<file path="src/adf_pkg.sv">
package adf_pkg;

   localparam int CsrIndexWidth = 2;
   localparam int CsrDataWidth = 48;
   localparam int NameRegBytes = 6;

   localparam logic [CsrIndexWidth-1:0] CSR_TARGET_UUID = 2'd0;
   localparam logic [CsrIndexWidth-1:0] CSR_TARGET_NAME = 2'd1;
   localparam logic [CsrIndexWidth-1:0] CSR_NAME_LENGTH = 2'd2;

   localparam logic [15:0] TARGET_UUID_RESET = 16'h1812;
   localparam logic [47:0] TARGET_NAME_RESET = 48'h6959_6F61_6958;
   localparam logic [2:0] NAME_LENGTH_RESET = 3'd6;

   localparam logic [7:0] AD_UUID16_INCOMPLETE = 8'h02;
   localparam logic [7:0] AD_UUID16_COMPLETE = 8'h03;
   localparam logic [7:0] AD_NAME_SHORT = 8'h08;
   localparam logic [7:0] AD_NAME_COMPLETE = 8'h09;

   typedef enum logic [1:0] {
      PHASE_LEN,
      PHASE_TYPE,
      PHASE_DATA
   } phase_type;

   typedef enum logic [1:0] {
      KIND_OTHER,
      KIND_UUID,
      KIND_NAME
   } kind_type;

   typedef struct packed {
      logic uuid_found;
      logic name_found;
      logic device_match;
   } result_type;

endpackage

</file>
<file path="src/adv_data_device_filter.sv">
// Advertising data device filter.
// The req_ channel carries one advertising payload byte per item, with
// req_last_byte set on the final byte of a payload. The rsp_ channel gives
// one item per payload: the service UUID match, the name prefix match and
// their AND. Bytes that are not last give no item.
// A byte is taken into the input register and parsed from there.
// If it is last, its item is loaded into the output register when it is
// parsed, and rsp_valid is driven from that register.
// One item is accepted every cycle unless a last byte waits on the output.
// The csr_ port writes the target UUID, the name prefix and the prefix
// length; write it only while no payload is in flight.
// Reset clears the parser, loads the default UUID, prefix and length, and
// empties both registers. When the receiver stalls, the result stays in
// the output register; non-last bytes still go on, and the input stalls
// only when a last byte finds the output register full.
module adv_data_device_filter import adf_pkg::*; #(
   parameter int NAME_BYTES = 6
) (
   input  logic                      clock,
   input  logic                      reset,
   input  logic                      req_valid,
   output logic                      req_ready,
   input  logic [7:0]                req_adv_byte,
   input  logic                      req_last_byte,
   output logic                      rsp_valid,
   input  logic                      rsp_ready,
   output logic                      rsp_uuid_found,
   output logic                      rsp_name_found,
   output logic                      rsp_device_match,
   input  logic                      csr_we,
   input  logic [CsrIndexWidth-1:0]  csr_index,
   input  logic [CsrDataWidth-1:0]   csr_wdata
);

   logic [15:0]  target_uuid_ff;
   logic [47:0]  target_name_ff;
   logic [2:0]   name_length_ff;

   logic         in_valid_ff;
   logic [7:0]   in_byte_ff;
   logic         in_last_ff;

   logic         out_valid_ff;
   result_type   out_result_ff;

   logic         step;
   result_type   result;

   assign step = in_valid_ff && (!in_last_ff || !out_valid_ff || rsp_ready);
   assign req_ready = !in_valid_ff || step;

   always_ff @(posedge clock) begin
      if (reset) begin
         target_uuid_ff <= TARGET_UUID_RESET;
         target_name_ff <= TARGET_NAME_RESET;
         name_length_ff <= NAME_LENGTH_RESET;
      end else if (csr_we) begin
         case (csr_index)
            CSR_TARGET_UUID: target_uuid_ff <= csr_wdata[15:0];
            CSR_TARGET_NAME: target_name_ff <= csr_wdata[47:0];
            CSR_NAME_LENGTH: name_length_ff <= csr_wdata[2:0];
            default: ;
         endcase
      end
   end

   always_ff @(posedge clock) begin
      if (reset) begin
         in_valid_ff <= 1'b0;
      end else if (req_ready) begin
         in_valid_ff <= req_valid;
      end
   end

   always_ff @(posedge clock) begin
      if (req_valid && req_ready) begin
         in_byte_ff <= req_adv_byte;
         in_last_ff <= req_last_byte;
      end
   end

   adf_parser #(
      .NAME_BYTES (NAME_BYTES)
   ) u_parser (
      .clock       (clock),
      .reset       (reset),
      .step        (step),
      .adv_byte    (in_byte_ff),
      .last_byte   (in_last_ff),
      .target_uuid (target_uuid_ff),
      .target_name (target_name_ff),
      .name_length (name_length_ff),
      .result      (result)
   );

   always_ff @(posedge clock) begin
      if (reset) begin
         out_valid_ff <= 1'b0;
      end else if (step && in_last_ff) begin
         out_valid_ff <= 1'b1;
      end else if (rsp_ready) begin
         out_valid_ff <= 1'b0;
      end
   end

   always_ff @(posedge clock) begin
      if (step && in_last_ff) begin
         out_result_ff <= result;
      end
   end

   assign rsp_valid = out_valid_ff;
   assign rsp_uuid_found = out_result_ff.uuid_found;
   assign rsp_name_found = out_result_ff.name_found;
   assign rsp_device_match = out_result_ff.device_match;

endmodule

</file>
<file path="src/adf_parser.sv">
module adf_parser import adf_pkg::*; #(
   parameter int NAME_BYTES = 6
) (
   input  logic              clock,
   input  logic              reset,
   input  logic              step,
   input  logic [7:0]        adv_byte,
   input  logic              last_byte,
   input  logic [15:0]       target_uuid,
   input  logic [47:0]       target_name,
   input  logic [2:0]        name_length,
   output result_type        result
);

   localparam int PosWidth = $clog2(NAME_BYTES + 1);
   localparam int LenWidth = (PosWidth > 3) ? PosWidth : 3;
   localparam logic [LenWidth-1:0] NameBytesLen = LenWidth'(NAME_BYTES);
   localparam logic [PosWidth-1:0] PosMax = PosWidth'(NAME_BYTES);

   phase_type            phase_ff, phase_in;
   kind_type             kind_ff, kind_in;
   logic [7:0]           bytes_left_ff, bytes_left_in;
   logic                 odd_ff, odd_in;
   logic [PosWidth-1:0]  pos_ff, pos_in;
   logic [7:0]           uuid_low_ff, uuid_low_in;
   logic                 name_eq_ff, name_eq_in;
   logic                 uuid_seen_ff, uuid_seen_in;
   logic                 name_seen_ff, name_seen_in;

   logic [LenWidth-1:0]  len_ext;
   logic [PosWidth-1:0]  prefix_len;
   logic [7:0]           want;
   logic                 eq_now;
   logic                 uuid_seen_next;
   logic                 name_seen_next;

   always_comb begin
      len_ext = LenWidth'(name_length);
      if (len_ext > NameBytesLen) begin
         prefix_len = PosMax;
      end else begin
         prefix_len = PosWidth'(len_ext);
      end
   end

   // Prefix bytes above the register width compare as zero.
   always_comb begin
      want = '0;
      for (int i = 0; i < NameRegBytes; i++) begin
         if (32'(pos_ff) == i) begin
            want = target_name[8*i +: 8];
         end
      end
   end

   always_comb begin
      phase_in = phase_ff;
      kind_in = kind_ff;
      bytes_left_in = bytes_left_ff;
      odd_in = odd_ff;
      pos_in = pos_ff;
      uuid_low_in = uuid_low_ff;
      name_eq_in = name_eq_ff;
      uuid_seen_next = uuid_seen_ff;
      name_seen_next = name_seen_ff;
      eq_now = name_eq_ff && (want == adv_byte);

      case (phase_ff)
         PHASE_TYPE: begin
            if (adv_byte == AD_UUID16_INCOMPLETE || adv_byte == AD_UUID16_COMPLETE) begin
               kind_in = KIND_UUID;
            end else if (adv_byte == AD_NAME_SHORT || adv_byte == AD_NAME_COMPLETE) begin
               kind_in = KIND_NAME;
            end else begin
               kind_in = KIND_OTHER;
            end
            odd_in = 1'b0;
            pos_in = '0;
            name_eq_in = 1'b1;
            if (kind_in == KIND_NAME && prefix_len == '0) begin
               name_seen_next = 1'b1;
            end
            bytes_left_in = bytes_left_ff - 8'd1;
            phase_in = (bytes_left_ff == 8'd1) ? PHASE_LEN : PHASE_DATA;
         end
         PHASE_DATA: begin
            if (kind_ff == KIND_UUID) begin
               if (!odd_ff) begin
                  uuid_low_in = adv_byte;
               end else if ({adv_byte, uuid_low_ff} == target_uuid) begin
                  uuid_seen_next = 1'b1;
               end
            end else if (kind_ff == KIND_NAME) begin
               if (pos_ff < prefix_len) begin
                  name_eq_in = eq_now;
                  if (eq_now && (pos_ff + PosWidth'(1)) == prefix_len) begin
                     name_seen_next = 1'b1;
                  end
               end
            end
            odd_in = !odd_ff;
            if (pos_ff != PosMax) begin
               pos_in = pos_ff + PosWidth'(1);
            end
            bytes_left_in = bytes_left_ff - 8'd1;
            if (bytes_left_ff == 8'd1) begin
               phase_in = PHASE_LEN;
            end
         end
         default: begin
            if (adv_byte != 8'd0) begin
               bytes_left_in = adv_byte;
               phase_in = PHASE_TYPE;
            end else begin
               phase_in = PHASE_LEN;
            end
         end
      endcase

      uuid_seen_in = uuid_seen_next;
      name_seen_in = name_seen_next;

      // The last byte closes the payload and restarts the parser.
      if (last_byte) begin
         phase_in = PHASE_LEN;
         kind_in = KIND_OTHER;
         bytes_left_in = '0;
         odd_in = 1'b0;
         pos_in = '0;
         uuid_low_in = '0;
         name_eq_in = 1'b1;
         uuid_seen_in = 1'b0;
         name_seen_in = 1'b0;
      end

      result.uuid_found = uuid_seen_next;
      result.name_found = name_seen_next;
      result.device_match = uuid_seen_next && name_seen_next;
   end

   always_ff @(posedge clock) begin
      if (reset) begin
         phase_ff <= PHASE_LEN;
         kind_ff <= KIND_OTHER;
         bytes_left_ff <= '0;
         odd_ff <= 1'b0;
         pos_ff <= '0;
         uuid_low_ff <= '0;
         name_eq_ff <= 1'b1;
         uuid_seen_ff <= 1'b0;
         name_seen_ff <= 1'b0;
      end else if (step) begin
         phase_ff <= phase_in;
         kind_ff <= kind_in;
         bytes_left_ff <= bytes_left_in;
         odd_ff <= odd_in;
         pos_ff <= pos_in;
         uuid_low_ff <= uuid_low_in;
         name_eq_ff <= name_eq_in;
         uuid_seen_ff <= uuid_seen_in;
         name_seen_ff <= name_seen_in;
      end
   end

endmodule

</file>
<file path="config.mk">
export PLATFORM = sky130hd
export DESIGN_NAME = adv_data_device_filter
export DESIGN_NICKNAME = d
export VERILOG_FILES = /design/src/adf_pkg.sv /design/src/adv_data_device_filter.sv /design/src/adf_parser.sv
export SDC_FILE = /design/constraint.sdc
export NUM_CORES = 1
export LEC_CHECK = 0
export BUFFER_PORTS_ARGS = -buffer_cell sky130_fd_sc_hd__buf_4
export CORE_MARGIN = 8
export CORE_UTILIZATION = 30
export DETAILED_ROUTE_END_ITERATION = 10
export GPL_TIMING_DRIVEN = 0
export SKIP_LAST_GASP = 1
export SLEW_MARGIN = 5
export SYNTH_ARGS = -nofsm -noshare
export SYNTH_HDL_FRONTEND = slang
export SYNTH_SLANG_ARGS = --single-unit
</file>
<file path="constraint.sdc">
create_clock -name clock -period 6.83 [get_ports clock]
set_clock_uncertainty 0.05 [all_clocks]
set_input_delay 0 -clock clock [delete_from_list [all_inputs] [get_ports clock]]
set_output_delay 0 -clock clock [all_outputs]
set_load 0.005 [all_outputs]
</file>
# ---- Word-level counts from Yosys, hierarchy flattened
# Index checks and enable logic that the tools add are counted.
dict set report totals {
  ff_bits 108
  input_bits 64
  out_inout_bits 5
  elab_cells 135
}
dict set report op_classes {
  add_sub_neg 2
  order_cmp 2
  n_eq_ne 27
  muxes 48
  n_reduce_logical 37
}
# operator count
set ops {}
lappend ops {{two-way mux 8 bit} 13}
lappend ops {{two-way mux 1 bit} 19}
lappend ops {{equality test 16 bit} 1}
lappend ops {{equality test 8 x 2 -> 1 bit (second input constant)} 2}
lappend ops {{equality test 8 x 4 -> 1 bit (second input constant)} 2}
lappend ops {{two-way mux 2 bit} 8}
lappend ops {{AND reduction 2 bit} 7}
lappend ops {{inequality test 3 x 2 -> 1 bit (second input constant)} 4}
lappend ops {{two-way mux 3 bit} 3}
lappend ops {{equality test 2 bit (second input constant)} 4}
lappend ops {{equality test 8 x 1 -> 1 bit (second input constant)} 1}
lappend ops {{equality test 8 bit} 1}
lappend ops {{nonzero test 2 bit} 4}
lappend ops {{nonzero test 8 bit} 1}
lappend ops {{subtractor 8 x 1 -> 8 bit (second input constant)} 1}
lappend ops {{logical AND 1 bit} 7}
lappend ops {{equality test 2 x 1 -> 1 bit (second input constant)} 3}
lappend ops {{equality test 3 x 2 -> 1 bit (second input constant)} 2}
lappend ops {{equality test 3 bit (second input constant)} 2}
lappend ops {{logical NOT 3 bit} 2}
lappend ops {{inequality test 3 bit (second input constant)} 2}
lappend ops {{case mux 1 bit (2 select lines)} 3}
lappend ops {{case mux 3 bit (2 select lines)} 1}
lappend ops {{nonzero test 3 bit} 2}
lappend ops {{other kinds (14)} 21}

# ---- Depth between registers and ports, before layout
dict set report depth {
  ltp_word 16
  mapped_depth 11
}

# ---- Modules after synthesis
# A second synthesis with hierarchy kept.
dict set report unflattened {
  hier_cells 649
  area_unflattened_um2 5786.8
}
# mod n_inst cells_each area_per_inst_um2 seq_area_each_um2
set by_module_without_submodules {}
lappend by_module_without_submodules {adv_data_device_filter 1 306 3255.6 1741.7}
lappend by_module_without_submodules {adf_parser 1 343 2531.2 540.5}

# ---- Worst setup path before layout
# OpenSTA, ideal clock, no wires.
dict set report synth_path {
  path_type {flip-flop to flip-flop}
  start {register u_parser.pos_ff[2]}
  end {register u_parser.name_eq_ff}
  setup_ns 0.057
  t_arrival_ns 2.415
  slack_ns 4.308
  stages_incl_launch_ff 12
  n_path_buf 2
  period_less_slack_ns 2.522
  cell_sequence {dfxtp_1 clkbuf_8 inv_1 ha_1 or2_1 clkbuf_2 a221o_2 a32oi_1 xor2_1 nor4_2 nor4b_2 o32a_2}
}
dict set report synth_between {
  elab_chain_len 14
  word_cells_on_any_way 22
  cone_classes {1 x order compare; 7 x eq/ne; 11 x mux; 3 x reduce/logical}
}
# element line_no
set synth_rtl {}
lappend synth_rtl {{start: declaration} adf_parser.sv:24} ;# logic [PosWidth-1:0] pos_ff, pos_in;
lappend synth_rtl {{start signal: assignment} adf_parser.sv:157} ;# pos_ff <= pos_in;
lappend synth_rtl {{logical NOT 3 bit} adf_parser.sv:50} ;# if (32'(pos_ff) == i) begin
lappend synth_rtl {{two-way mux 8 bit (6 in a row)} adf_parser.sv:50}
lappend synth_rtl {{equality test 8 bit} adf_parser.sv:66} ;# eq_now = name_eq_ff && (want == adv_byte);
lappend synth_rtl {{logical AND 1 bit} adf_parser.sv:66}
lappend synth_rtl {{two-way mux 1 bit} adf_parser.sv:94} ;# if (pos_ff < prefix_len) begin
lappend synth_rtl {{two-way mux 1 bit} adf_parser.sv:93} ;# end else if (kind_ff == KIND_NAME) begin
lappend synth_rtl {{two-way mux 1 bit} adf_parser.sv:87} ;# if (kind_ff == KIND_UUID) begin
lappend synth_rtl {{case mux 1 bit (2 select lines)} adf_parser.sv:68} ;# case (phase_ff)
lappend synth_rtl {{two-way mux 1 bit} adf_parser.sv:124} ;# if (last_byte) begin
lappend synth_rtl {{end signal: assignment} adf_parser.sv:159} ;# name_eq_ff <= name_eq_in;
lappend synth_rtl {{end: declaration} adf_parser.sv:26} ;# logic name_eq_ff, name_eq_in;
# Parallel ways exist; a longest one is shown, timed or not. The select of a mux whose other input is x is not followed.
# A chain may end at the register's enable or synchronous reset.

==> reports/metrics.cfg <==
[outcome]
outcome = complete, no violations

[routing]
ant_nets = 0
wl_per_cell_um = 16.2
drt_iter0_drc = 366
drc = 0
vias_per_cell = 4.91
first_pass_iters = 5
vias = 5003
route.final.wire_length_um = 16500

[worst_setup_path]
cp_data_required_time_ns = 6.89
worst_setup_path_start_kind = register
cp-end-kind = register
critPathArrivalTime_ns = 3.25
critPathKind = reg -> reg
rr_worst_depth = 11
rrSetupSlack_ns = 3.64
cp_max_fo = 10

[synthesis]
ys_seq_elements = 108
synth.distinct_cells = 62
synth.top_cell.area_share = 0.363
ys_seq_area_frac = 0.431
netlist_area_sq_um = 5300
yosysMostFrequentCell = nand2_1
synth_cells = 645
syn_nets = 721
synth-async-reset-ratio = 0
ys_warn_count = 0
synthTopCellsByArea = dfxtp_1, nand2_1, edfxtp_1
synth_edf_count = 12
yosys_most_used_dff = dfxtp_1
synth_common_cells = nand2_1, dfxtp_1, a21oi_1
yosys.area.top_type = dfxtp_1
postSynthAreaPerCell_sq_um = 8.21

[floorplanning]
dieArea_sq_um = 22200
die_h_um = 149
core_area_sq_um = 17300
fp.dieW_um = 149
ios = 69
initial_utilization = 0.306
rows = 48

[clock_tree]
clk_latency_ns = 0.36
cts_setup_buffers = 0
clkTransAtPathRegs_ns = 0.08
cts_resized = 0
numCtsBuffers = 9
htree_levels = 3
cts_root_buf = clkbuf_16
clock-sinks = 108
cts_tree = yes
clock_path_buffers = 2
cts_hold_buf = 64

[placement]
port_buffers = 68
detailed_place_hpwl_um = 11900
post_dp_cell_area_sq_um = 6090
place.gp.congestion = 0.838

[flow_run]
cap_viol_max_count = 0

[global_routing]
grt_pass1_vias = 4859
track_usage = 0.150
antenna_found_initial = 0
overflow = 0
grt_pass1_wl_um = 26000
grt_max_degree = 20

[min_path]
hold_depth = 4
hp-class = in -> reg

[sta]
rsz0062_at_grt = no
finalCritPeriodShare = 0.467
tns_ns = 0
finalSetupViolCount = 0
max_slew_margin = 0.357
period_needed_ns = 3.19
worst_pin_slew_ns = 0.960
max_freq_ghz = 0.314
hold_viol_final = 0
drv_slew = 0

[layout]
layout-drive-gt1-share = 0.142
regArea_sq_um = 2280
n_fill_cell = 1797
diodes = 0
final_area_sq_um = 7040
multiInputGateArea_sq_um = 2670
finalNetCount = 864
area_growth_pct = 32.9

[power_and_ir_drop]
p_per_area_nw_per_um2 = 200
ir_drop_mv = 0.113
power.leakage_nw = 2.80

[layout by cell type (no fill, tap or decap), types with 3 or more instances in the layout]
cell,count
or3b_1,3
ha_1,12
nand2_1,147
nor2b_1,7
nand3b_1,32
o21ai_0,17
a22oi_1,11
a21oi_1,69
nor2_1,46
xnor2_1,20
clkbuf_16,9
a221o_2,3
edfxtp_1,12
buf_6,4
o21ai_1,3
mux2i_1,3
a32oi_1,4
dlygate4sd3_1,64
buf_4,72
nor3_1,10
nand2b_1,7
nor4_1,4
dfxtp_1,96
a31oi_1,5
nand4_1,7
clkbuf_8,4
inv_1,25
clkbuf_1,26
a221oi_1,5
a211o_1,4
and3_1,4
xor2_1,5
nor3b_1,3
nand3_1,6
[registers in the layout, indices dropped and copies added (netlist names), 2 cells and up]
register,cells
u_parser.uuid_low_ff,8
u_parser.phase_ff,2
target_uuid_ff,16
u_parser.bytes_left_ff,8
target_name_ff,48
u_parser.pos_ff,3
u_parser.kind_ff,2
name_length_ff,3
in_byte_ff,8
[logic make-up (layout without fill, tap and decap cells)]
logic type      Yosys count  in the layout  share of synthesized area
flops                   108            108                      0.431
xor+xnor                 25             25                     0.0413
simple gates            291            291                      0.265
fa+ha+maj                12             12                     0.0283
buf+inv                  67            215                     0.0645
compound gates          139            139                      0.164
mux                       3              3                    0.00567
[worst paths after layout]
check                     start                 end
max          u_parser.pos_ff[2]    rsp_device_match
min                      csr_we  target_uuid_ff[15]
max reg2reg  u_parser.pos_ff[2]    rsp_device_match
min reg2reg  target_name_ff[18]  target_name_ff[18]
[per-stage QoR]
stage | hold slack, ns | cells | worst slack [ns] | total power (W) | utilization
after floorplan | 0.0489 | 645 | 4.31 | 0.000774 | -
after global placement | 0.129 | 938 | 3.71 | 0.000839 | 0.352
after detailed placement | 0.129 | 938 | 3.74 | 0.000840 | 0.352
after CTS | 0.0283 | 1018 | 3.71 | 0.00142 | 0.407
after global routing | 0.0772 | 1018 | 3.47 | 0.00146 | 0.407
final | 0.0471 | 1018 | 3.64 | 0.00141 | 0.407
[report_power, final]
| part | internal (W) | switching (W) |
|---|---|---|
| Sequential | 0.000664 | 0.0000183 |
| Combinational | 0.0000888 | 0.0000853 |
| Clock | 0.000291 | 0.000259 |
| Total | 0.00104 | 0.000363 |
[final cells by class]
class / count / area share
Timing Repair Buffer: 132 / 0.164
Buffer: 42 / 0.0352
Clock inverter: 7 / 0.0119
Sequential cell: 108 / 0.324
Clock buffer: 9 / 0.0320
Tap cell: 225 / 0.0400
Inverter: 25 / 0.0133
Multi-Input combinational cell: 470 / 0.380
[critical path, cell delays in order (launching register included)]
cell and delay, ns:
dfxtp_1 0.54, clkbuf_8 0.25, inv_1 0.12, ha_1 0.25, or2_1 0.21, clkbuf_2 0.16, a221o_1 0.32, a32oi_1 0.30
xor2_1 0.26, nor4_1 0.09, a21oi_1 0.29, nor2_1 0.09
[metal layers]
metal  track usage  vias up  wire [um]
met4        0.0530        0        274
met2         0.246      127       7750
li1              -     2512          -
met3        0.0264       18        747
met5             0        -          0
met1         0.194     2346       7720
Note: power is estimated with default switching activity, not from simulation.
